===== src/sv/bfd_pkg.sv =====
`default_nettype none
package bfd_pkg;
	localparam int MAX_GRID_D    = 256;
	localparam int MAX_SRC_DIM_D = 4096;
	localparam int SAMPLE_BITS_D = 16;
	localparam int CFG_W         = 13;
	localparam int IDX_W         = 2;
	localparam int SUM_W         = 40;
	localparam int AREA_W        = 25;

	typedef enum logic [IDX_W-1:0] {
		REG_SRC_WIDTH  = 2'd0,
		REG_SRC_HEIGHT = 2'd1,
		REG_OUT_SIZE   = 2'd2,
		REG_NONE       = 2'd3
	} reg_idx_t;

	// Request from the accumulator to the mean divider
	typedef struct packed {
		logic              vld;
		logic              bad;
		logic [SUM_W-1:0]  sum;
		logic [AREA_W-1:0] area;
		logic [7:0]        gx;
		logic [7:0]        gy;
		logic              last;
	} div_req_t;
endpackage
`default_nettype wire


===== src/sv/bfd_tdiv.sv =====
`default_nettype none
module bfd_tdiv import bfd_pkg::*; (
	input  wire logic              clk,
	input  wire logic              arst_n,
	input  wire logic              start,
	input  wire logic [CFG_W-1:0]  num,
	input  wire logic [CFG_W-1:0]  den,
	output logic                   busy,
	output logic [CFG_W-1:0]       quo
);
	// Tile size: num / den, one bit per cycle
	logic [CFG_W-1:0] rem_q;
	logic [CFG_W-1:0] q_q;
	logic [CFG_W-1:0] den_q;
	logic [3:0]       cnt_q;
	logic [CFG_W:0]   sh;
	logic [CFG_W:0]   tr;

	assign sh = {rem_q, q_q[CFG_W-1]};
	assign tr = sh - {1'b0, den_q};
	assign busy = cnt_q != '0;
	assign quo = q_q;

	always_ff @(posedge clk or negedge arst_n) begin
		if (!arst_n) begin
			cnt_q <= '0;
		end else if (start) begin
			cnt_q <= 4'(CFG_W);
		end else if (busy) begin
			cnt_q <= cnt_q - 1'b1;
		end
	end

	always_ff @(posedge clk) begin
		if (start) begin
			rem_q <= '0;
			q_q   <= num;
			den_q <= den;
		end else if (busy) begin
			if (!tr[CFG_W]) begin
				rem_q <= tr[CFG_W-1:0];
				q_q   <= {q_q[CFG_W-2:0], 1'b1};
			end else begin
				rem_q <= sh[CFG_W-1:0];
				q_q   <= {q_q[CFG_W-2:0], 1'b0};
			end
		end
	end
endmodule
`default_nettype wire

===== config.mk =====
export PLATFORM = sky130hd
export DESIGN_NAME = bfd_tdiv
export DESIGN_NICKNAME = d
export VERILOG_FILES = /design/src/sv/bfd_pkg.sv /design/src/sv/bfd_tdiv.sv
export SDC_FILE = /design/constraint.sdc
export NUM_CORES = 1
export LEC_CHECK = 0
export BUFFER_PORTS_ARGS = -buffer_cell sky130_fd_sc_hd__buf_2
export CAP_MARGIN = 20
export CORE_MARGIN = 2
export CORE_UTILIZATION = 40
export DETAILED_ROUTE_END_ITERATION = 10
export HOLD_SLACK_MARGIN = 0.12
export PLACE_DENSITY = 0.74
export SETUP_SLACK_MARGIN = 0.02
export SYNTH_ARGS = -nofsm -noshare
export SYNTH_HDL_FRONTEND = slang
export SYNTH_SLANG_ARGS = --single-unit

===== constraint.sdc =====
create_clock -name clk -period 2.3 [get_ports clk]
set_input_delay 0.23 -clock clk [delete_from_list [all_inputs] [get_ports clk]]
set_output_delay 0.23 -clock clk [all_outputs]
set_load 0.005 [all_outputs]

==> results.toml <==
[critical_path]
worst-r2r-setup-slack_ps = -210
worstPathMaxFanout = 5
crit_type = "reg -> reg"
critical_path_required_ps = 2480
regToRegEndpoint = "rem_q[6]"
regToRegStartpoint = "den_q[1]"
cp_cell_sequence = "inv_2 -> ha_4 -> nor2b_4 -> o2111a_1 -> o21ai_2 -> o41ai_4 -> xor2_2 -> buf_4 -> mux2i_2 -> a211oi_2"
worstSetupEndpointType = "flop"
element_type_at_the_critical_path_start = "flop"
r2r.worst_path.cells = 10
cpPeakStageDelay_ps = 380
worstPathArrival_ps = 2690
cp_slowest_cell = "edfxtp_1"

[final_layout]
nFillCells = 508
final_core_util = 0.574
finish.net_count = 362
antenna_cells = 0
final_cells = 393
final_area_mm2 = 0.00342
drive_gt1_frac = 0.406
area.growth.synth_to_final_pct = 38.5

[global_routing]
first_global_vias = 2016
grt_antenna_before_repair = 0
grt_usage = 0.178
grt_pass1_wl_um = 9140
grt_start_max_net_pins = 23
total_congestion_overflow = 0

[sta]
clock-skew-final_ps = 8.26
final_min_period_over_clock_period = 1.09
setup_viol = 14
rsz0062_at_grt = "true"
final.setup.worst_slack_ps = -209
layout_min_cycle_time_ps = 2510
peak_clock_frequency_supported_by_timing_mhz = 399
timing_hold_violations_final = 0
final.hold.worst_slack_ps = 223
maxSlewViolCount = 0
slew_headroom = 0.684
timing_worst_slew_pin_value_ps = 474

[hold_path]
min-delay-start = "num[3]"
hold_path_end = "quo[3]"
hp-class = "in -> reg"
instance_count_along_the_most_critical_hold_path = 2

[detailed_routing]
antenna_violating_nets_post_route = 0
via_per_inst = 5.23
avgRoutedWirePerCell_um = 14.4
drt-pass1-iter-count = 4
route.vias.total = 2057
dr.first_iter.drc_count = 108
drc = 0
detail_route.wirelength_um = 5660

[yosys]
ys_types = 51
postSynth.topFlopCell = "edfxtp_1"
number_of_synthesized_flops_with_an_enable_pin = 26
number_of_warning_messages_in_the_yosys_log = 0
yosysSeqAreaShare = 0.462
synth_top_area_cell = "edfxtp_1"
ffs_latches_synth = 43
yosysTopAreaCellShare = 0.316
netlist_area_before_placement_mm2 = 0.00247
syn_inst = 224
postSynth.asyncResetShare = 0.0930
syn_nets = 269
synthesis.area_per_instance_um2 = 11.0
synth.top_cells.by_area = "edfxtp_1 32%, dfxtp_1 11%, ha_1 7.6%, mux2_2 6.8%, dfrtp_1 4.1%"

[clock_tree]
number_of_buffers_created_by_cts = 5
tritoncts = "built"
cts.sinks = 43
clock_transition_at_the_register_clock_pins_on_the_worst_setup_and_hold_paths_after_cts_ps = 90
clock_insertion_delay_worst_skew_ps = 300
cts_max_level = 2
cts-root-to-sink-buffers = 2
ctsRootBufferMaster = "clkbuf_8"

[die]
core_region_area_mm2 = 0.00596
die-height_um = 82.5
num_rows = 28
floorplan.die.width_um = 82.5
floorplan.initialDensity = 0.414
number_of_ports_placed_on_the_die_boundary = 43
die_area_mm2 = 0.00681

[place]
place.port_buffers = 42
dpl_cell_area_mm2 = 0.00303
dp.final_hpwl_um = 3900
post-place-cells = 370
finalWeightedCongestion = 0.879

[run]
number_of_violations_of_the_max_capacitance_limit = 0

[pwr]
power.leakage_uw = 0.00152
power.density_mw_per_mm2 = 1010
ir_worst_vdd_v = 0.000547
total_power_uw = 3460

[run_status]
status = "finished with violations"
violations = "setup timing"
critical path, delay by kind of cell, from the launching register on:
kind                     cells  cell delay, ps
AO/OA/AOI/OAI                4             800
flip-flops                   1             380
XOR/XNOR                     1             340
adder cells (fa/ha/maj)      1             250
buffers and inverters        2             240
multiplexers                 1             240
AND/OR/NAND/NOR              1             130
final cells by class:
class	count	area [um2]	share of cell area
Tap cell	75	93.8	0.0275
Clock inverter	2	37.5	0.0110
Sequential cell	43	1140	0.334
Inverter	21	78.8	0.0231
Multi-Input combinational cell	152	1350	0.396
Timing Repair Buffer	94	639	0.187
Clock buffer	6	72.6	0.0212
placed cells by master (no fill, tap or decap), types with 2 or more instances in the layout:
cell            n
a211o_1         2
a211oi_1        6
a211oi_2        4
a21o_1          3
a21oi_1        14
a22o_1          2
a31o_2          2
and3_1          2
buf_2          42
buf_4          37
clkbuf_8        5
dfrtp_1         4
dfxtp_1        13
dlygate4sd3_1  14
edfxtp_1       26
ha_1            9
ha_4            5
inv_1          20
mux2_2         13
mux2_4          2
mux2i_1         6
nand2_1         5
nand2b_1        2
nor2_1         17
nor2b_1         3
nor2b_4         2
nor3_1          6
o21a_1          2
o21ai_0         4
o21bai_1        3
o31ai_1         2
xnor2_1         6
xor2_1          4
power by group:
group	total (uW)	switching [uW]	internal, uW
Combinational	1790	824	965
Clock	592	268	324
Sequential	1080	109	971
worst max-delay path by stage:
stage,startpoint,endpoint,slack [ps],cells past startpoint
after detailed placement,quo[12],rem_q[12],-160,10
after floorplan,den_q[1],rem_q[9],-80,9
after CTS,den_q[1],rem_q[9],-100,9
after global placement,quo[12],rem_q[12],-120,10
final,den_q[1],rem_q[6],-210,10
after global routing,den_q[1],rem_q[12],-300,11
kinds of logic after synthesis:
group / synth area share
and+or+nand+nor: 0.104
muxes: 0.0969
buffers and inverters: 0.0477
DFF: 0.462
adders and majority gates: 0.0842
xor gates and xnor gates: 0.0421
AOI/OAI and AO/OA: 0.163
registers in the layout, summed over array words and instances (netlist names):
name,cells
cnt_q,4
den_q,13
quo,13
rem_q,13
cell usage after synthesis (all sizes together), types with 2 or more instances:
cell,number
a211o,2
dfxtp,13
mux2,15
a21oi,14
a211oi,10
mux2i,7
nor2b,5
nand2b,3
inv,21
a21o,3
nor2,17
clkbuf,6
o21ai,5
ha,15
xor2,5
edfxtp,26
dfrtp,4
nand2,5
o31ai,2
a31o,2
o21bai,3
nor3,6
buf,2
o21a,2
nor4,2
and3,3
xnor2,6
a22o,2
stage by stage:
stage	setup TNS [ps]	setup WS (ps)
2_1_floorplan	-280	-76.9
3_3_place_gp	-156	-124
3_5_place_dp	-695	-162
4_1_cts	-1050	-104
5_1_grt	-3750	-303
6_report	-2280	-209
layer usage:
layer / global-route usage / part of all wire / vias up
li1: - / - / 1005
met4: 0.0656 / 0.017 / 0
met5: 0 / 0 / -
met3: 0.0359 / 0.051 / 8
met1: 0.227 / 0.44 / 979
met2: 0.298 / 0.49 / 65
what timing repair did:
action                                  CTS  global route
pin swaps                                 3             9
hold buffers                             14             0
hold endpoints to repair                 17             0
setup buffers                             1             0
endpoints found under the setup margin   14            14
gates resized for setup                   8            14
cloned                                    0             0
Power figures use the tool's default switching activity.
