$ cat src/sv/bfd_pkg.sv
`default_nettype none
package bfd_pkg;
	localparam int MAX_GRID_D    = 256;
	localparam int MAX_SRC_DIM_D = 4096;
	localparam int SAMPLE_BITS_D = 16;
	localparam int CFG_W         = 13;
	localparam int IDX_W         = 2;
	localparam int SUM_W         = 40;
	localparam int AREA_W        = 25;

	typedef enum logic [IDX_W-1:0] {
		REG_SRC_WIDTH  = 2'd0,
		REG_SRC_HEIGHT = 2'd1,
		REG_OUT_SIZE   = 2'd2,
		REG_NONE       = 2'd3
	} reg_idx_t;

	// Request from the accumulator to the mean divider
	typedef struct packed {
		logic              vld;
		logic              bad;
		logic [SUM_W-1:0]  sum;
		logic [AREA_W-1:0] area;
		logic [7:0]        gx;
		logic [7:0]        gy;
		logic              last;
	} div_req_t;
endpackage
`default_nettype wire

$ cat src/sv/bfd_div.sv
`default_nettype none
module bfd_div import bfd_pkg::*; #(
	parameter int SAMPLE_BITS = SAMPLE_BITS_D
) (
	input  wire logic                   clk,
	input  wire logic                   arst_n,
	input  div_req_t                    req,
	output logic                        busy,
	output logic                        valid,
	input  wire logic                   ready,
	output logic [SAMPLE_BITS-1:0]      mean,
	output logic [7:0]                  grid_x,
	output logic [7:0]                  grid_y,
	output logic                        last,
	output logic                        bad_size
);
	localparam int CNT_W = $clog2(SUM_W + 1);

	logic [SUM_W-1:0]  rem_q;
	logic [SUM_W-1:0]  quo_q;
	logic [AREA_W-1:0] den_q;
	logic [CNT_W-1:0]  cnt_q;
	logic              run_q;
	logic              done_q;
	logic              bad_q;
	logic              last_q;
	logic [7:0]        gx_q;
	logic [7:0]        gy_q;
	logic              free;
	logic [SUM_W:0]    trial;
	logic [SUM_W:0]    shifted;

	// Restoring division, one quotient bit per cycle, MSB first
	assign shifted = {rem_q, quo_q[SUM_W-1]};
	assign trial   = shifted - {{(SUM_W+1-AREA_W){1'b0}}, den_q};
	// Output register can take a finished result this cycle
	assign free    = !valid || ready;
	assign busy    = run_q || done_q;

	always_ff @(posedge clk or negedge arst_n) begin
		if (!arst_n) begin
			run_q  <= 1'b0;
			done_q <= 1'b0;
			valid  <= 1'b0;
			cnt_q  <= '0;
		end else begin
			if (done_q && free) begin
				valid  <= 1'b1;
				done_q <= 1'b0;
			end else if (valid && ready) begin
				valid <= 1'b0;
			end
			if (req.vld) begin
				if (req.bad) begin
					done_q <= 1'b1;
				end else begin
					run_q <= 1'b1;
					cnt_q <= CNT_W'(SUM_W);
				end
			end else if (run_q) begin
				cnt_q <= cnt_q - 1'b1;
				if (cnt_q == CNT_W'(1)) begin
					run_q  <= 1'b0;
					done_q <= 1'b1;
				end
			end
		end
	end

	always_ff @(posedge clk) begin
		if (req.vld) begin
			rem_q  <= '0;
			quo_q  <= req.sum;
			den_q  <= req.area;
			gx_q   <= req.bad ? 8'd0 : req.gx;
			gy_q   <= req.bad ? 8'd0 : req.gy;
			last_q <= req.bad ? 1'b0 : req.last;
			bad_q  <= req.bad;
		end else if (run_q) begin
			if (!trial[SUM_W]) begin
				rem_q <= trial[SUM_W-1:0];
				quo_q <= {quo_q[SUM_W-2:0], 1'b1};
			end else begin
				rem_q <= shifted[SUM_W-1:0];
				quo_q <= {quo_q[SUM_W-2:0], 1'b0};
			end
		end
		if (done_q && free) begin
			mean     <= bad_q ? '0 : quo_q[SAMPLE_BITS-1:0];
			grid_x   <= gx_q;
			grid_y   <= gy_q;
			last     <= last_q;
			bad_size <= bad_q;
		end
	end

`ifndef SYNTH
	a_no_req_busy: assert property (@(posedge clk) disable iff (!arst_n)
		busy |-> !req.vld) else $error("divider request while busy");
	a_cnt_run: assert property (@(posedge clk) disable iff (!arst_n)
		run_q |-> cnt_q != '0) else $error("divider count lost");
	a_done: assert property (@(posedge clk) disable iff (!arst_n)
		$fell(run_q) |-> done_q) else $error("divider finished without result");
`endif
endmodule
`default_nettype wire

$ cat config.mk
export PLATFORM = sky130hd
export DESIGN_NAME = bfd_div
export DESIGN_NICKNAME = d
export VERILOG_FILES = /design/src/sv/bfd_pkg.sv /design/src/sv/bfd_div.sv
export SDC_FILE = /design/constraint.sdc
export NUM_CORES = 1
export LEC_CHECK = 0
export BUFFER_PORTS_ARGS = -buffer_cell sky130_fd_sc_hd__buf_2
export CORE_ASPECT_RATIO = 1.25
export CORE_MARGIN = 2
export CORE_UTILIZATION = 50
export CTS_CLUSTER_SIZE = 20
export DETAILED_ROUTE_END_ITERATION = 16
export PLACE_DENSITY = 0.78
export SYNTH_ARGS = -nofsm -noshare
export SYNTH_HDL_FRONTEND = slang
export SYNTH_SLANG_ARGS = --single-unit
export TNS_END_PERCENT = 20
$ cat constraint.sdc
create_clock -name clk -period 3.48 [get_ports clk]
set_input_delay 0.522 -clock clk [delete_from_list [all_inputs] [get_ports clk]]
set_output_delay 0.522 -clock clk [all_outputs]
set_load 0.02 [all_outputs]
==> impl_table.tex, run 1 <==
\begin{tabular}{lr}
\hline
Metric & Value \\
\hline
\multicolumn{2}{l}{\textbf{Timing}} \\
Number of endpoints with negative hold slack in the final report & 0 \\
Slew HR & 0.488 \\
Transition time at the pin with the least slew margin & 0.767 ns \\
Number of failing setup endpoints in the final timing report & 0 \\
Max Clk Rate & 0.313 GHz \\
RSZ-0062 raised after global routing & no \\
Post-route clock period utilization & 0.918 \\
Total Neg Setup Slack & 0 ns \\
Number of max-slew violations in the final report & 0 \\
Final critical-path required period & 3.20 ns \\
Final clock skew & 0.00626 ns \\
\multicolumn{2}{l}{\textbf{Worst setup path}} \\
Critical R2R Launch & den\_q[13] \\
Worst Setup SP & den\_q[13] \\
Critical path start-end classification & reg2reg \\
Arrival @ worst endpoint & 3.54 ns \\
R2r worst-path depth & 10 \\
Max Fanout on Critical Path & 7 \\
Kind of capture point of the worst setup path & flop \\
Flop2flop setup slack & 0.28 ns \\
Type of origin of the critical path & flop \\
Critical path required time & 3.82 ns \\
Worst r2r dst & rem\_q[34] \\
\multicolumn{2}{l}{\textbf{Min path}} \\
Hold path startpoint & req[24] \\
Worst hold path stage count & 1 \\
Worst Hold End & den\_q[7] \\
HP Class & in2reg \\
\multicolumn{2}{l}{\textbf{Synth}} \\
Count of yosys warnings during synthesis & 0 \\
Async SR Flop Fraction & 0.0542 \\
Post-synthesis cell area & 8220 sq um \\
Number of nets produced by synthesis & 834 \\
Number of flip-flops and latches in the synthesized netlist & 166 \\
Post-synthesis average cell area & 11.4 sq um \\
Sequential-to-total area share from yosys stat & 0.552 \\
Distinct cells, synth & 64 \\
Number of flops mapped to enable cells by yosys & 117 \\
Most frequently used flop master after synthesis & edfxtp\_1 \\
Number of instances in the synthesized netlist & 719 \\
\multicolumn{2}{l}{\textbf{Power and ir drop}} \\
Register share of total power & 0.375 \\
Cell area power density & 769 nW/um\^{}2 \\
Switching Fraction & 0.360 \\
Power dissipated by switching net loads & 2.68 mW \\
Internal power summed over all cells & 4.76 mW \\
Post-route total power & 7.45 mW \\
Peak VDD IR & 0.000360 V \\
Leakage component of the power & 4.01 nW \\
Clk network pwr share & 0.252 \\
Proportion of power drawn by combinational gates & 0.373 \\
\multicolumn{2}{l}{\textbf{Route}} \\
Total number of vias & 5942 \\
Number of vias per cell & 5.55 \\
Initial DRT Pass Iterations & 5 \\
Post-detailed-route count of antenna-violating nets & 0 \\
Violation count after the first detailed-route iteration & 462 \\
Final WL & 16600 microns \\
Post-route DRC & 0 \\
DR WL/cell & 15.5 microns \\
\multicolumn{2}{l}{\textbf{GRT}} \\
Initial antenna violation count & 0 \\
Pin count of the biggest net entering global routing & 51 \\
Global routing usage summed across all routing layers & 0.193 \\
GR Overflow Total & 0 \\
Wire length of the first global-routing pass & 27000 microns \\
Via count of the first global-routing pass & 5693 \\
\multicolumn{2}{l}{\textbf{Clock network}} \\
Insertion delay of the later-clocked pin in the worst-skew pair & 0.43 ns \\
Clk pin slew, worst setup/hold paths & 0.07 ns \\
Max Root-Sink Buffers & 2 \\
Root buf cell & clkbuf\_16 \\
CTS tree & done \\
Number of buffers added by the clock tree synthesis step & 17 \\
Maximum level of the CTS H-tree & 4 \\
Sinks on Clock Net & 166 \\
\multicolumn{2}{l}{\textbf{Job}} \\
Maximum capacitance violations & 0 \\
\multicolumn{2}{l}{\textbf{Finish}} \\
Post-layout instance area & 9680 sq um \\
Area added between synthesis and finish & 17.8\% \\
Final cell count without fillers & 1070 \\
Final Net Count & 956 \\
Antenna diode instance count & 0 \\
Share of layout cells above drive strength 1 & 0.260 \\
\multicolumn{2}{l}{\textbf{Floorplan}} \\
Die Width & 119 microns \\
Starting utilization of the core area & 0.509 \\
Site Rows & 52 \\
Die outline area & 17500 sq um \\
Core region area & 16100 sq um \\
Total I/O pin count & 123 \\
Die Span Y & 147 microns \\
\multicolumn{2}{l}{\textbf{Place}} \\
Port bufs & 122 \\
Post-placement cell area & 9050 sq um \\
DP Wirelength & 11800 microns \\
Post-placement cell count & 1037 \\
Gp weighted congestion & 0.917 \\
\multicolumn{2}{l}{\textbf{Status}} \\
Status & completed \\
\hline
\end{tabular}
-- worst max-delay path, stage by stage, from the launching register on --
cell and delay [ns]:
edfxtp_1 0.32, inv_1 0.04, ha_1 0.39, nand2_1 0.14, o211a_1 0.27, or4b_2 0.61
a21o_1 0.20, a311oi_1 0.53, or4_1 0.26, o21ai_0 0.09, a311oi_1 0.25
-- cell type report --
cell class	count	area [sq um]
Fill cell	1338	6460
Sequential cell	166	4540
Timing Repair Buffer	135	713
Clock inverter	15	173
Multi-Input combinational cell	483	3410
Clock buffer	17	425
Tap cell	216	270
Inverter	38	143
-- sequential cells by signal, summed over array words and instances (netlist names), 6 cells and up --
| signal | cells |
|---|---|
| mean | 16 |
| rem_q | 40 |
| grid_x | 8 |
| gx_q | 8 |
| gy_q | 8 |
| cnt_q | 6 |
| den_q | 25 |
| grid_y | 8 |
| quo_q | 40 |
-- stage by stage --
step / worst slack [ns] / util / hold WS, ns
floorplan: 0.445 / - / 0.226
global placement: 0.238 / 0.561 / 0.386
detailed placement: 0.132 / 0.561 / 0.391
CTS: 0.128 / 0.599 / 0.245
global route: 0.0713 / 0.600 / 0.246
finish: 0.284 / 0.600 / 0.264
-- power groups by stage --
stage | sequential (mW) | clock, mW | combinational, mW
final | 2.79 | 1.88 | 2.78
after global routing | 2.84 | 2.00 | 3.09
after CTS | 2.79 | 1.93 | 2.75
after global placement | 2.81 | 0 | 2.67
after floorplan | 2.79 | 0 | 2.14
after detailed placement | 2.83 | 0 | 2.73
-- Yosys cell counts (10+ instances only) --
library cell | count | area, sq um
nor2b_1 | 41 | 257
edfxtp_1 | 117 | 3510
xnor2_1 | 12 | 105
nand3_1 | 12 | 60.1
nor2_1 | 46 | 173
or3_1 | 12 | 75.1
mux2i_1 | 15 | 150
nor3_1 | 11 | 55.1
o21ai_0 | 36 | 180
mux2_2 | 39 | 439
a211oi_1 | 15 | 113
a311oi_1 | 14 | 123
a21oi_1 | 31 | 155
nand2_1 | 45 | 169
or4_1 | 11 | 82.6
ha_1 | 27 | 338
xor2_1 | 10 | 87.6
inv_1 | 38 | 143
clkbuf_1 | 28 | 105
dfxtp_1 | 40 | 801
-- cell families (layout without fill, tap and decap cells) --
logic type / count (synthesis) / after routing / share of synthesized area
buf+inv: 70 / 205 / 0.0343
mux: 54 / 54 / 0.0717
simple gates: 224 / 224 / 0.148
fa+ha+maj: 28 / 28 / 0.0435
xor+xnor: 22 / 22 / 0.0234
compound gates: 155 / 155 / 0.127
flops: 166 / 166 / 0.552
-- metal layers --
layer  GRT usage  part of all wire
met2       0.339              0.51
met3      0.0408             0.049
met5           0                 0
met4      0.0720             0.017
met1       0.232              0.43
-- timing repair --
item	in CTS	in global routing
hold buffers	1	0
setup buffers	0	0
endpoints found under the hold margin	9	0
gates resized for setup	0	5
endpoints found under the setup margin	0	11
-- cell usage in the layout, fill, tap and decap left out, types with 12 or more instances in the layout --
cell type,instances
xnor2_1,12
or3_1,12
o21ai_0,34
edfxtp_1,117
mux2_2,39
nor2b_1,41
buf_2,121
clkbuf_16,17
mux2i_1,15
nand2_1,45
a21oi_1,31
dfxtp_1,40
ha_1,27
a311oi_1,14
nand3_1,12
a211oi_1,13
buf_4,13
inv_1,38
nor2_1,46
-- worst max path at each step --
| stage | endpoint | slack (ns) | cells past startpoint |
|---|---|---|---|
| 2_1_floorplan | rem_q[33] | 0.45 | 11 |
| 3_3_place_gp | rem_q[30] | 0.24 | 11 |
| 3_5_place_dp | rem_q[30] | 0.13 | 11 |
| 4_1_cts | rem_q[30] | 0.13 | 11 |
| 5_1_grt | rem_q[30] | 0.07 | 10 |
| 6_report | rem_q[34] | 0.28 | 10 |
Power figures use the tool's default switching activity.
==> run 2: changes to the inputs <==
==> constraint.sdc (replaced) <==
create_clock -name clk -period 3.48 [get_ports clk]
set_input_delay 0.696 -clock clk [delete_from_list [all_inputs] [get_ports clk]]
set_output_delay 0.696 -clock clk [all_outputs]
set_load 0.02 [all_outputs]
==> run 2 against run 1 <==
Combinational power is essentially flat. Critical path depth grew 1. Clock power is essentially flat. Sequential power is essentially flat. Total power grew 0.17%.
==> impl_table.tex, run 2 (synthesis results as in run 1) <==
\begin{tabular}{lr}
\hline
Metric & Value \\
\hline
\multicolumn{2}{l}{\textbf{Timing}} \\
Total Neg Setup Slack & 0 ns (unchanged) \\
Smallest hold slack & 0.118 ns (was 0.264 ns) \\
Max Clk Rate & 0.309 GHz (was 0.313 GHz) \\
Number of failing setup endpoints in the final timing report & 0 (unchanged) \\
Number of endpoints with negative hold slack in the final report & 0 (unchanged) \\
Slew HR & 0.486 (was 0.488) \\
Final clock skew & 0.0130 ns (was 0.00626 ns) \\
Transition time at the pin with the least slew margin & 0.770 ns (was 0.767 ns) \\
Post-route clock period utilization & 0.931 (was 0.918) \\
Number of max-slew violations in the final report & 0 (unchanged) \\
Final critical-path required period & 3.24 ns (was 3.20 ns) \\
RSZ-0062 raised after global routing & yes (was no) \\
\multicolumn{2}{l}{\textbf{Floorplan}} \\
Die Width & 119 microns (unchanged) \\
Total I/O pin count & 123 (unchanged) \\
Die outline area & 17500 sq um (unchanged) \\
Core region area & 16100 sq um (unchanged) \\
Starting utilization of the core area & 0.509 (unchanged) \\
Die Span Y & 147 microns (unchanged) \\
Site Rows & 52 (unchanged) \\
\multicolumn{2}{l}{\textbf{Place}} \\
Post-placement cell area & 9080 sq um (was 9050 sq um) \\
Gp weighted congestion & 0.863 (was 0.917) \\
Port bufs & 122 (unchanged) \\
DP Wirelength & 11700 microns (was 11800 microns) \\
\multicolumn{2}{l}{\textbf{Worst setup path}} \\
Max Fanout on Critical Path & 12 (was 7) \\
Arrival @ worst endpoint & 3.57 ns (was 3.54 ns) \\
Critical path required time & 3.81 ns (was 3.82 ns) \\
Buffer and inverter count on the worst path & 1 (unchanged) \\
Top cell family by delay on the critical path & simple AND/OR/NAND/NOR gates (was compound AO/OA/AOI/OAI gates) \\
Kind of capture point of the worst setup path & flop (unchanged) \\
CP max stage delay & 0.52 ns (was 0.61 ns) \\
Critical path start-end classification & reg2reg (unchanged) \\
Type of origin of the critical path & flop (unchanged) \\
Cell Chain, Critical Path & inv\_1, ha\_1, fa\_1, nor2b\_1, o31a\_1, o21ai\_0, a211o\_1, nand3\_1, nand2\_2, or4\_1, a311oi\_1 (was inv\_1, ha\_1, nand2\_1, o211a\_1, or4b\_2, a21o\_1, a311oi\_1, or4\_1, o21ai\_0, a311oi\_1) \\
Slowest CP cell & or4\_1 (was or4b\_2) \\
\multicolumn{2}{l}{\textbf{Route}} \\
Violation count after the first detailed-route iteration & 409 (was 462) \\
Final WL & 16500 microns (was 16600 microns) \\
DR WL/cell & 15.4 microns (was 15.5 microns) \\
Post-detailed-route count of antenna-violating nets & 0 (unchanged) \\
Initial DRT Pass Iterations & 6 (was 5) \\
Number of vias per cell & 5.53 (was 5.55) \\
Total number of vias & 5915 (was 5942) \\
Post-route DRC & 0 (unchanged) \\
\multicolumn{2}{l}{\textbf{GRT}} \\
GR Overflow Total & 0 (unchanged) \\
Initial antenna violation count & 0 (unchanged) \\
Wire length of the first global-routing pass & 26800 microns (was 27000 microns) \\
Global routing usage summed across all routing layers & 0.193 (about the same) \\
Pin count of the biggest net entering global routing & 71 (was 51) \\
Via count of the first global-routing pass & 5678 (was 5693) \\
\multicolumn{2}{l}{\textbf{Min path}} \\
HP Class & in2async (was in2reg) \\
\multicolumn{2}{l}{\textbf{Status}} \\
Status & completed (unchanged) \\
\multicolumn{2}{l}{\textbf{Clock network}} \\
Clk pin slew, worst setup/hold paths & 0.07 ns (about the same) \\
Maximum level of the CTS H-tree & 4 (unchanged) \\
Cts repair resizes & 0 (unchanged) \\
Sinks on Clock Net & 166 (unchanged) \\
Root buf cell & clkbuf\_16 (unchanged) \\
Number of buffers added by the clock tree synthesis step & 17 (unchanged) \\
Insertion delay of the later-clocked pin in the worst-skew pair & 0.43 ns (about the same) \\
Max Root-Sink Buffers & 2 (unchanged) \\
Quantity of hold-fixing buffers added after cts & 0 (was 1) \\
CTS tree & done (unchanged) \\
Number of setup buffers added after CTS & 0 (unchanged) \\
\multicolumn{2}{l}{\textbf{Power and ir drop}} \\
Peak VDD IR & 0.000400 V (was 0.000360 V) \\
Post-route total power & 7.46 mW (was 7.45 mW) \\
Cell area power density & 770 nW/um\^{}2 (was 769 nW/um\^{}2) \\
Leakage component of the power & 4.02 nW (was 4.01 nW) \\
\multicolumn{2}{l}{\textbf{Finish}} \\
Antenna diode instance count & 0 (unchanged) \\
Post-layout instance area & 9690 sq um (was 9680 sq um) \\
Share of layout cells above drive strength 1 & 0.259 (was 0.260) \\
Area added between synthesis and finish & 17.9\% (was 17.8\%) \\
Registers with the most flip-flops & quo\_q: 40 flops, rem\_q: 40 flops, den\_q: 25 flops (unchanged) \\
Most common cell after layout, fill and taps aside & buf\_2 (unchanged) \\
Final Net Count & 956 (unchanged) \\
Top library cells by usage in the layout, fill and taps aside & buf\_2 (121), edfxtp\_1 (117), nor2\_1 (46) (unchanged) \\
Fill cell count & 1368 (was 1338) \\
\multicolumn{2}{l}{\textbf{Job}} \\
Maximum capacitance violations & 0 (unchanged) \\
\hline
\end{tabular}
## run 2: cell types whose count changed in the layout (fill, tap and decap cells not counted), sizes merged
cell	previous run	this run
inv	48	46
buf	134	135
bufinv	1	2
dlygate4sd3	1	0
## run 2: cell type report
| cell class | count | area (sq um) | share of cell area |
|---|---|---|---|
| Multi-Input combinational cell | 483 | 3410 | 0.352 |
| Clock inverter | 14 | 163 | 0.0168 |
| Clock buffer | 17 | 425 | 0.0439 |
| Timing Repair Buffer | 135 | 736 | 0.0759 |
| Sequential cell | 166 | 4540 | 0.468 |
| Inverter | 38 | 143 | 0.0147 |
| Tap cell | 216 | 270 | 0.0279 |
## run 2: through the flow
| step | std cells | setup WS [ns] | util |
|---|---|---|---|
| after floorplan | 719 | 0.445 | - |
| after global placement | 1038 | 0.251 | 0.563 |
| after detailed placement | 1038 | 0.139 | 0.563 |
| after CTS | 1069 | 0.145 | 0.599 |
| after global routing | 1069 | -0.0347 | 0.601 |
| final | 1069 | 0.240 | 0.601 |
## run 2: worst paths after layout
kind | from | end | slack (ns) | depth (start not counted)
setup / recovery | quo_q[39] | rem_q[32] | 0.24 | 11
hold / removal | arst_n | cnt_q[5] | 0.12 | 1
setup reg to reg | quo_q[39] | rem_q[32] | 0.24 | 11
hold reg to reg | gx_q[3] | grid_x[3] | 0.42 | 0
max in group asynchronous | arst_n | valid | 3.17 | 1
min in group clk | gx_q[3] | grid_x[3] | 0.42 | 0
## run 2: power breakdown
part           internal [mW]  total [mW]  switching [mW]
clock network           1.07        1.88           0.805
logic                   1.24        2.80            1.56
registers               2.52        2.78           0.265
total                   4.83        7.46            2.63
## run 2: worst reg2reg max path, stage by stage, from the launching register on
cell,delay [ns]
edfxtp_1,0.36
inv_1,0.05
ha_1,0.22
fa_1,0.38
nor2b_1,0.21
o31a_1,0.19
o21ai_0,0.19
a211o_1,0.33
nand3_1,0.20
nand2_2,0.25
or4_1,0.52
a311oi_1,0.26
## run 2: routing by layer
metal | global-route usage | vias to the layer above | share of wire
li1 | - | 2931 | -
met3 | 0.0369 | 40 | 0.039
met4 | 0.0899 | 0 | 0.029
met5 | 0 | - | 0
met1 | 0.233 | 2796 | 0.43
met2 | 0.332 | 148 | 0.50
==> run 3: changes to the inputs <==
--- a/config.mk
+++ b/config.mk
@@ -5,6 +5,7 @@
 export SDC_FILE = /design/constraint.sdc
 export NUM_CORES = 1
 export LEC_CHECK = 0
+export ABC_AREA = 1
 export BUFFER_PORTS_ARGS = -buffer_cell sky130_fd_sc_hd__buf_2
 export CORE_ASPECT_RATIO = 1.25
 export CORE_MARGIN = 2
==> run 3 against run 2 <==
Cell count grew 46%. Clock-buffer cell count unchanged. Flip-flop and latch count is the same. Critical path type unchanged. Sequential share of layout area decreased by 4.0 points. Highest routed layer unchanged. Clock power is 4% higher. Sequential power is essentially flat. Global-route usage up 3.3 points. Largest power group unchanged. Critical endpoint is now rem_q[16].
==> impl_table.tex, run 3 <==
\begin{tabular}{lr}
\hline
Metric & Value \\
\hline
\multicolumn{2}{l}{\textbf{Status}} \\
Status & completed (unchanged) \\
\multicolumn{2}{l}{\textbf{Finish}} \\
Area occupied by registers & 4540 sq um (unchanged) \\
Share of layout cells above drive strength 1 & 0.138 (was 0.259) \\
Final Net Count & 1440 (was 956) \\
Antenna diode instance count & 0 (unchanged) \\
Registers with the most flip-flops & quo\_q: 40 flops, rem\_q: 40 flops, den\_q: 25 flops (unchanged) \\
Finished Core Util & 0.588 (was 0.601) \\
Top library cells by usage in the layout, fill and taps aside & nand2\_1 (486), inv\_1 (223), buf\_2 (121) (was buf\_2 (121), edfxtp\_1 (117), nor2\_1 (46)) \\
Multi-input combinational cell area & 3630 sq um (was 3410 sq um) \\
Most common cell after layout, fill and taps aside & nand2\_1 (was buf\_2) \\
Area added between synthesis and finish & 16.0\% (was 17.9\%) \\
Fill cell count & 1658 (was 1368) \\
\multicolumn{2}{l}{\textbf{Place}} \\
Worst slack at placement & 0.721 ns (was 0.139 ns) \\
Gp weighted congestion & 0.951 (was 0.863) \\
Port bufs & 122 (unchanged) \\
DP Wirelength & 15300 microns (was 11700 microns) \\
\multicolumn{2}{l}{\textbf{Synth}} \\
Post-synthesis cell area & 9140 sq um (was 8220 sq um) \\
Most frequently used flop master after synthesis & edfxtp\_1 (unchanged) \\
Sequential-to-total area share from yosys stat & 0.497 (was 0.552) \\
Number of nets produced by synthesis & 1321 (was 834) \\
Number of flops mapped to enable cells by yosys & 117 (unchanged) \\
Largest area contributor in the synthesized netlist & edfxtp\_1 (unchanged) \\
Number of instances in the synthesized netlist & 1206 (was 719) \\
Number of flip-flops and latches in the synthesized netlist & 166 (unchanged) \\
Post-synthesis average cell area & 7.58 sq um (was 11.4 sq um) \\
Synth top cells by count & nand2\_1 (486), inv\_1 (223), edfxtp\_1 (117), nor2\_1 (87), nand3\_1 (75) (was edfxtp\_1 (117), nor2\_1 (46), nand2\_1 (45), nor2b\_1 (41), dfxtp\_1 (40)) \\
Distinct cells, synth & 37 (was 64) \\
Count of yosys warnings during synthesis & 0 (unchanged) \\
Count leader, synth & nand2\_1 (was edfxtp\_1) \\
Biggest area contributors in the synthesized netlist & edfxtp\_1 (38\%), nand2\_1 (20\%), inv\_1 (9.2\%) (was edfxtp\_1 (43\%), dfxtp\_1 (9.7\%), mux2\_2 (5.3\%)) \\
Async SR Flop Fraction & 0.0542 (unchanged) \\
Portion of synthesized cell area occupied by the leading cell type & 0.384 (was 0.428) \\
\multicolumn{2}{l}{\textbf{Floorplan}} \\
Total I/O pin count & 123 (unchanged) \\
Site Rows & 55 (was 52) \\
Starting utilization of the core area & 0.507 (was 0.509) \\
Die Width & 125 microns (was 119 microns) \\
Die Span Y & 155 microns (was 147 microns) \\
Core region area & 18000 sq um (was 16100 sq um) \\
Die outline area & 19400 sq um (was 17500 sq um) \\
\multicolumn{2}{l}{\textbf{GRT}} \\
Pin count of the biggest net entering global routing & 58 (was 71) \\
Met2 routing resource usage after global routing & 0.407 (was 0.332) \\
Initial antenna violation count & 1 (was 0) \\
Global routing usage summed across all routing layers & 0.226 (was 0.193) \\
Met1 GRT Util & 0.262 (was 0.233) \\
GR peak layer & met2 (unchanged) \\
Met3 track demand over resource & 0.0523 (was 0.0369) \\
Wire length of the first global-routing pass & 35400 microns (was 26800 microns) \\
GR Overflow Total & 0 (unchanged) \\
Via count of the first global-routing pass & 7501 (was 5678) \\
\multicolumn{2}{l}{\textbf{Clock network}} \\
Quantity of hold-fixing buffers added after cts & 0 (unchanged) \\
Root buf cell & clkbuf\_16 (unchanged) \\
Max Root-Sink Buffers & 2 (unchanged) \\
Insertion delay of the later-clocked pin in the worst-skew pair & 0.43 ns (about the same) \\
Number of setup buffers added after CTS & 0 (unchanged) \\
Sinks on Clock Net & 166 (unchanged) \\
Clk pin slew, worst setup/hold paths & 0.07 ns (about the same) \\
Maximum level of the CTS H-tree & 4 (unchanged) \\
CTS tree & done (unchanged) \\
Number of buffers added by the clock tree synthesis step & 17 (unchanged) \\
Cts repair resizes & 0 (unchanged) \\
\multicolumn{2}{l}{\textbf{Timing}} \\
Final clock skew & 0.00845 ns (was 0.0130 ns) \\
Number of endpoints with negative hold slack in the final report & 0 (unchanged) \\
Number of max-slew violations in the final report & 0 (unchanged) \\
Number of failing setup endpoints in the final timing report & 0 (unchanged) \\
Final WS setup & 0.708 ns (was 0.240 ns) \\
RSZ-0062 raised after global routing & no (was yes) \\
Transition time at the pin with the least slew margin & 0.693 ns (was 0.770 ns) \\
Post-route clock period utilization & 0.796 (was 0.931) \\
Total Neg Setup Slack & 0 ns (unchanged) \\
Slew HR & 0.537 (was 0.486) \\
Final critical-path required period & 2.77 ns (was 3.24 ns) \\
Max Clk Rate & 0.361 GHz (was 0.309 GHz) \\
\multicolumn{2}{l}{\textbf{Power and ir drop}} \\
Switching Fraction & 0.404 (was 0.352) \\
Cell area power density & 750 nW/um\^{}2 (was 770 nW/um\^{}2) \\
Clk network pwr share & 0.245 (was 0.252) \\
Internal power summed over all cells & 4.74 mW (was 4.83 mW) \\
Post-route total power & 7.95 mW (was 7.46 mW) \\
Register share of total power & 0.349 (was 0.373) \\
Leakage component of the power & 5.48 nW (was 4.02 nW) \\
Proportion of power drawn by combinational gates & 0.406 (was 0.375) \\
Peak VDD IR & 0.000552 V (was 0.000400 V) \\
Power dissipated by switching net loads & 3.21 mW (was 2.63 mW) \\
\multicolumn{2}{l}{\textbf{Route}} \\
Total number of vias & 7623 (was 5915) \\
Post-detailed-route count of antenna-violating nets & 0 (unchanged) \\
Post-route DRC & 0 (unchanged) \\
DR WL/cell & 13.4 microns (was 15.4 microns) \\
Final WL & 21000 microns (was 16500 microns) \\
Number of vias per cell & 4.87 (was 5.53) \\
Initial DRT Pass Iterations & 8 (was 6) \\
Violation count after the first detailed-route iteration & 486 (was 409) \\
\multicolumn{2}{l}{\textbf{Worst setup path}} \\
Max Fanout on Critical Path & 20 (was 12) \\
Critical R2R Launch & quo\_q[39] (unchanged) \\
Worst r2r dst & rem\_q[16] (was rem\_q[32]) \\
Critical path start-end classification & reg2reg (unchanged) \\
Type of origin of the critical path & flop (unchanged) \\
R2r worst-path depth & 18 (was 11) \\
Kind of capture point of the worst setup path & flop (unchanged) \\
Critical path required time & 3.80 ns (was 3.81 ns) \\
Arrival @ worst endpoint & 3.09 ns (was 3.57 ns) \\
Flop2flop setup slack & 0.71 ns (was 0.24 ns) \\
\multicolumn{2}{l}{\textbf{Min path}} \\
HP Class & in2async (unchanged) \\
\multicolumn{2}{l}{\textbf{Job}} \\
Maximum capacitance violations & 0 (unchanged) \\
\hline
\end{tabular}
==> run 3: changes by cell type in the layout (fill, tap and decap cells not counted), sizes merged, moves of 10 or more <==
cell    previous run  this run
a211oi            15         0
a21oi             31        19
a311oi            14         0
inv               46       232
mux2              39         0
mux2i             15         0
nand2             46       496
nand3             13        77
nor2              47        92
nor2b             41         0
nor4              10         0
o21ai             36        22
or3               13         0
or4               12         0
==> run 3: per-layer routing <==
layer	share of wire	up-vias	wire (microns)
met2	0.51	208	10800
met4	0.022	0	469
met1	0.40	3435	8480
met3	0.059	29	1240
met5	0	-	0
li1	-	3951	-
==> run 3: cells by family (layout without fill, tap and decap cells) <==
group | after synthesis | count (layout) | share of synthesized area
AND/OR/NAND/NOR | 686 | 686 | 0.305
buffers and inverters | 253 | 385 | 0.108
flip-flops | 166 | 166 | 0.497
AO/OA/AOI/OAI | 49 | 49 | 0.0289
adder cells (fa/ha/maj) | 28 | 28 | 0.0391
XOR/XNOR | 24 | 24 | 0.0230
==> run 3: final cells by class <==
type / count / area share
repair buffers: 129 / 0.0651
inverters: 224 / 0.0793
clock buffers: 17 / 0.0401
well taps: 228 / 0.0269
clock inverters: 15 / 0.0175
flip-flops and latches: 166 / 0.428
multi-input cells: 787 / 0.343
==> run 3: worst max path at each step <==
stage                          from  slack (ns)         to  cells after the start
after CTS                 quo_q[39]        0.71  rem_q[16]                     18
after floorplan               ready        0.64   bad_size                      2
after global placement    quo_q[39]        0.85  rem_q[24]                     18
after detailed placement  quo_q[39]        0.72  rem_q[16]                     18
final                     quo_q[39]        0.71  rem_q[16]                     18
after global routing      quo_q[39]        0.44  rem_q[16]                     18
==> run 3: stage by stage <==
| step | instances | instance area [sq um] | hold WS [ns] |
|---|---|---|---|
| after floorplan | 1206 | 9140 | 0.400 |
| after global placement | 1534 | 9990 | 0.401 |
| after detailed placement | 1534 | 9990 | 0.405 |
| after CTS | 1566 | 10600 | 0.107 |
| after global routing | 1566 | 10600 | 0.111 |
| final | 1566 | 10600 | 0.112 |
==> run 3: power groups by stage <==
| stage | clock network, mW | registers (mW) | logic (mW) |
|---|---|---|---|
| after floorplan | 0 | 2.78 | 2.46 |
| after global placement | 0 | 2.79 | 3.15 |
| after detailed placement | 0 | 2.80 | 3.20 |
| after CTS | 1.98 | 2.76 | 3.23 |
| after global routing | 2.05 | 2.82 | 3.70 |
| final | 1.95 | 2.77 | 3.23 |
==> run 3: worst max-delay path, cell delays in order (launching register included) <==
cell      delay (ns)
edfxtp_1        0.33
inv_1           0.06
ha_1            0.23
fa_1            0.41
inv_1           0.11
nand2_1         0.06
nand2_1         0.06
nand3_1         0.08
nand2_2         0.11
nand2_1         0.07
nand3_2         0.09
nand2_2         0.09
nand2_2         0.09
nand2_2         0.06
nand2_2         0.34
buf_12          0.22
nand2_1         0.06
nand3_1         0.08
nand2_1         0.06
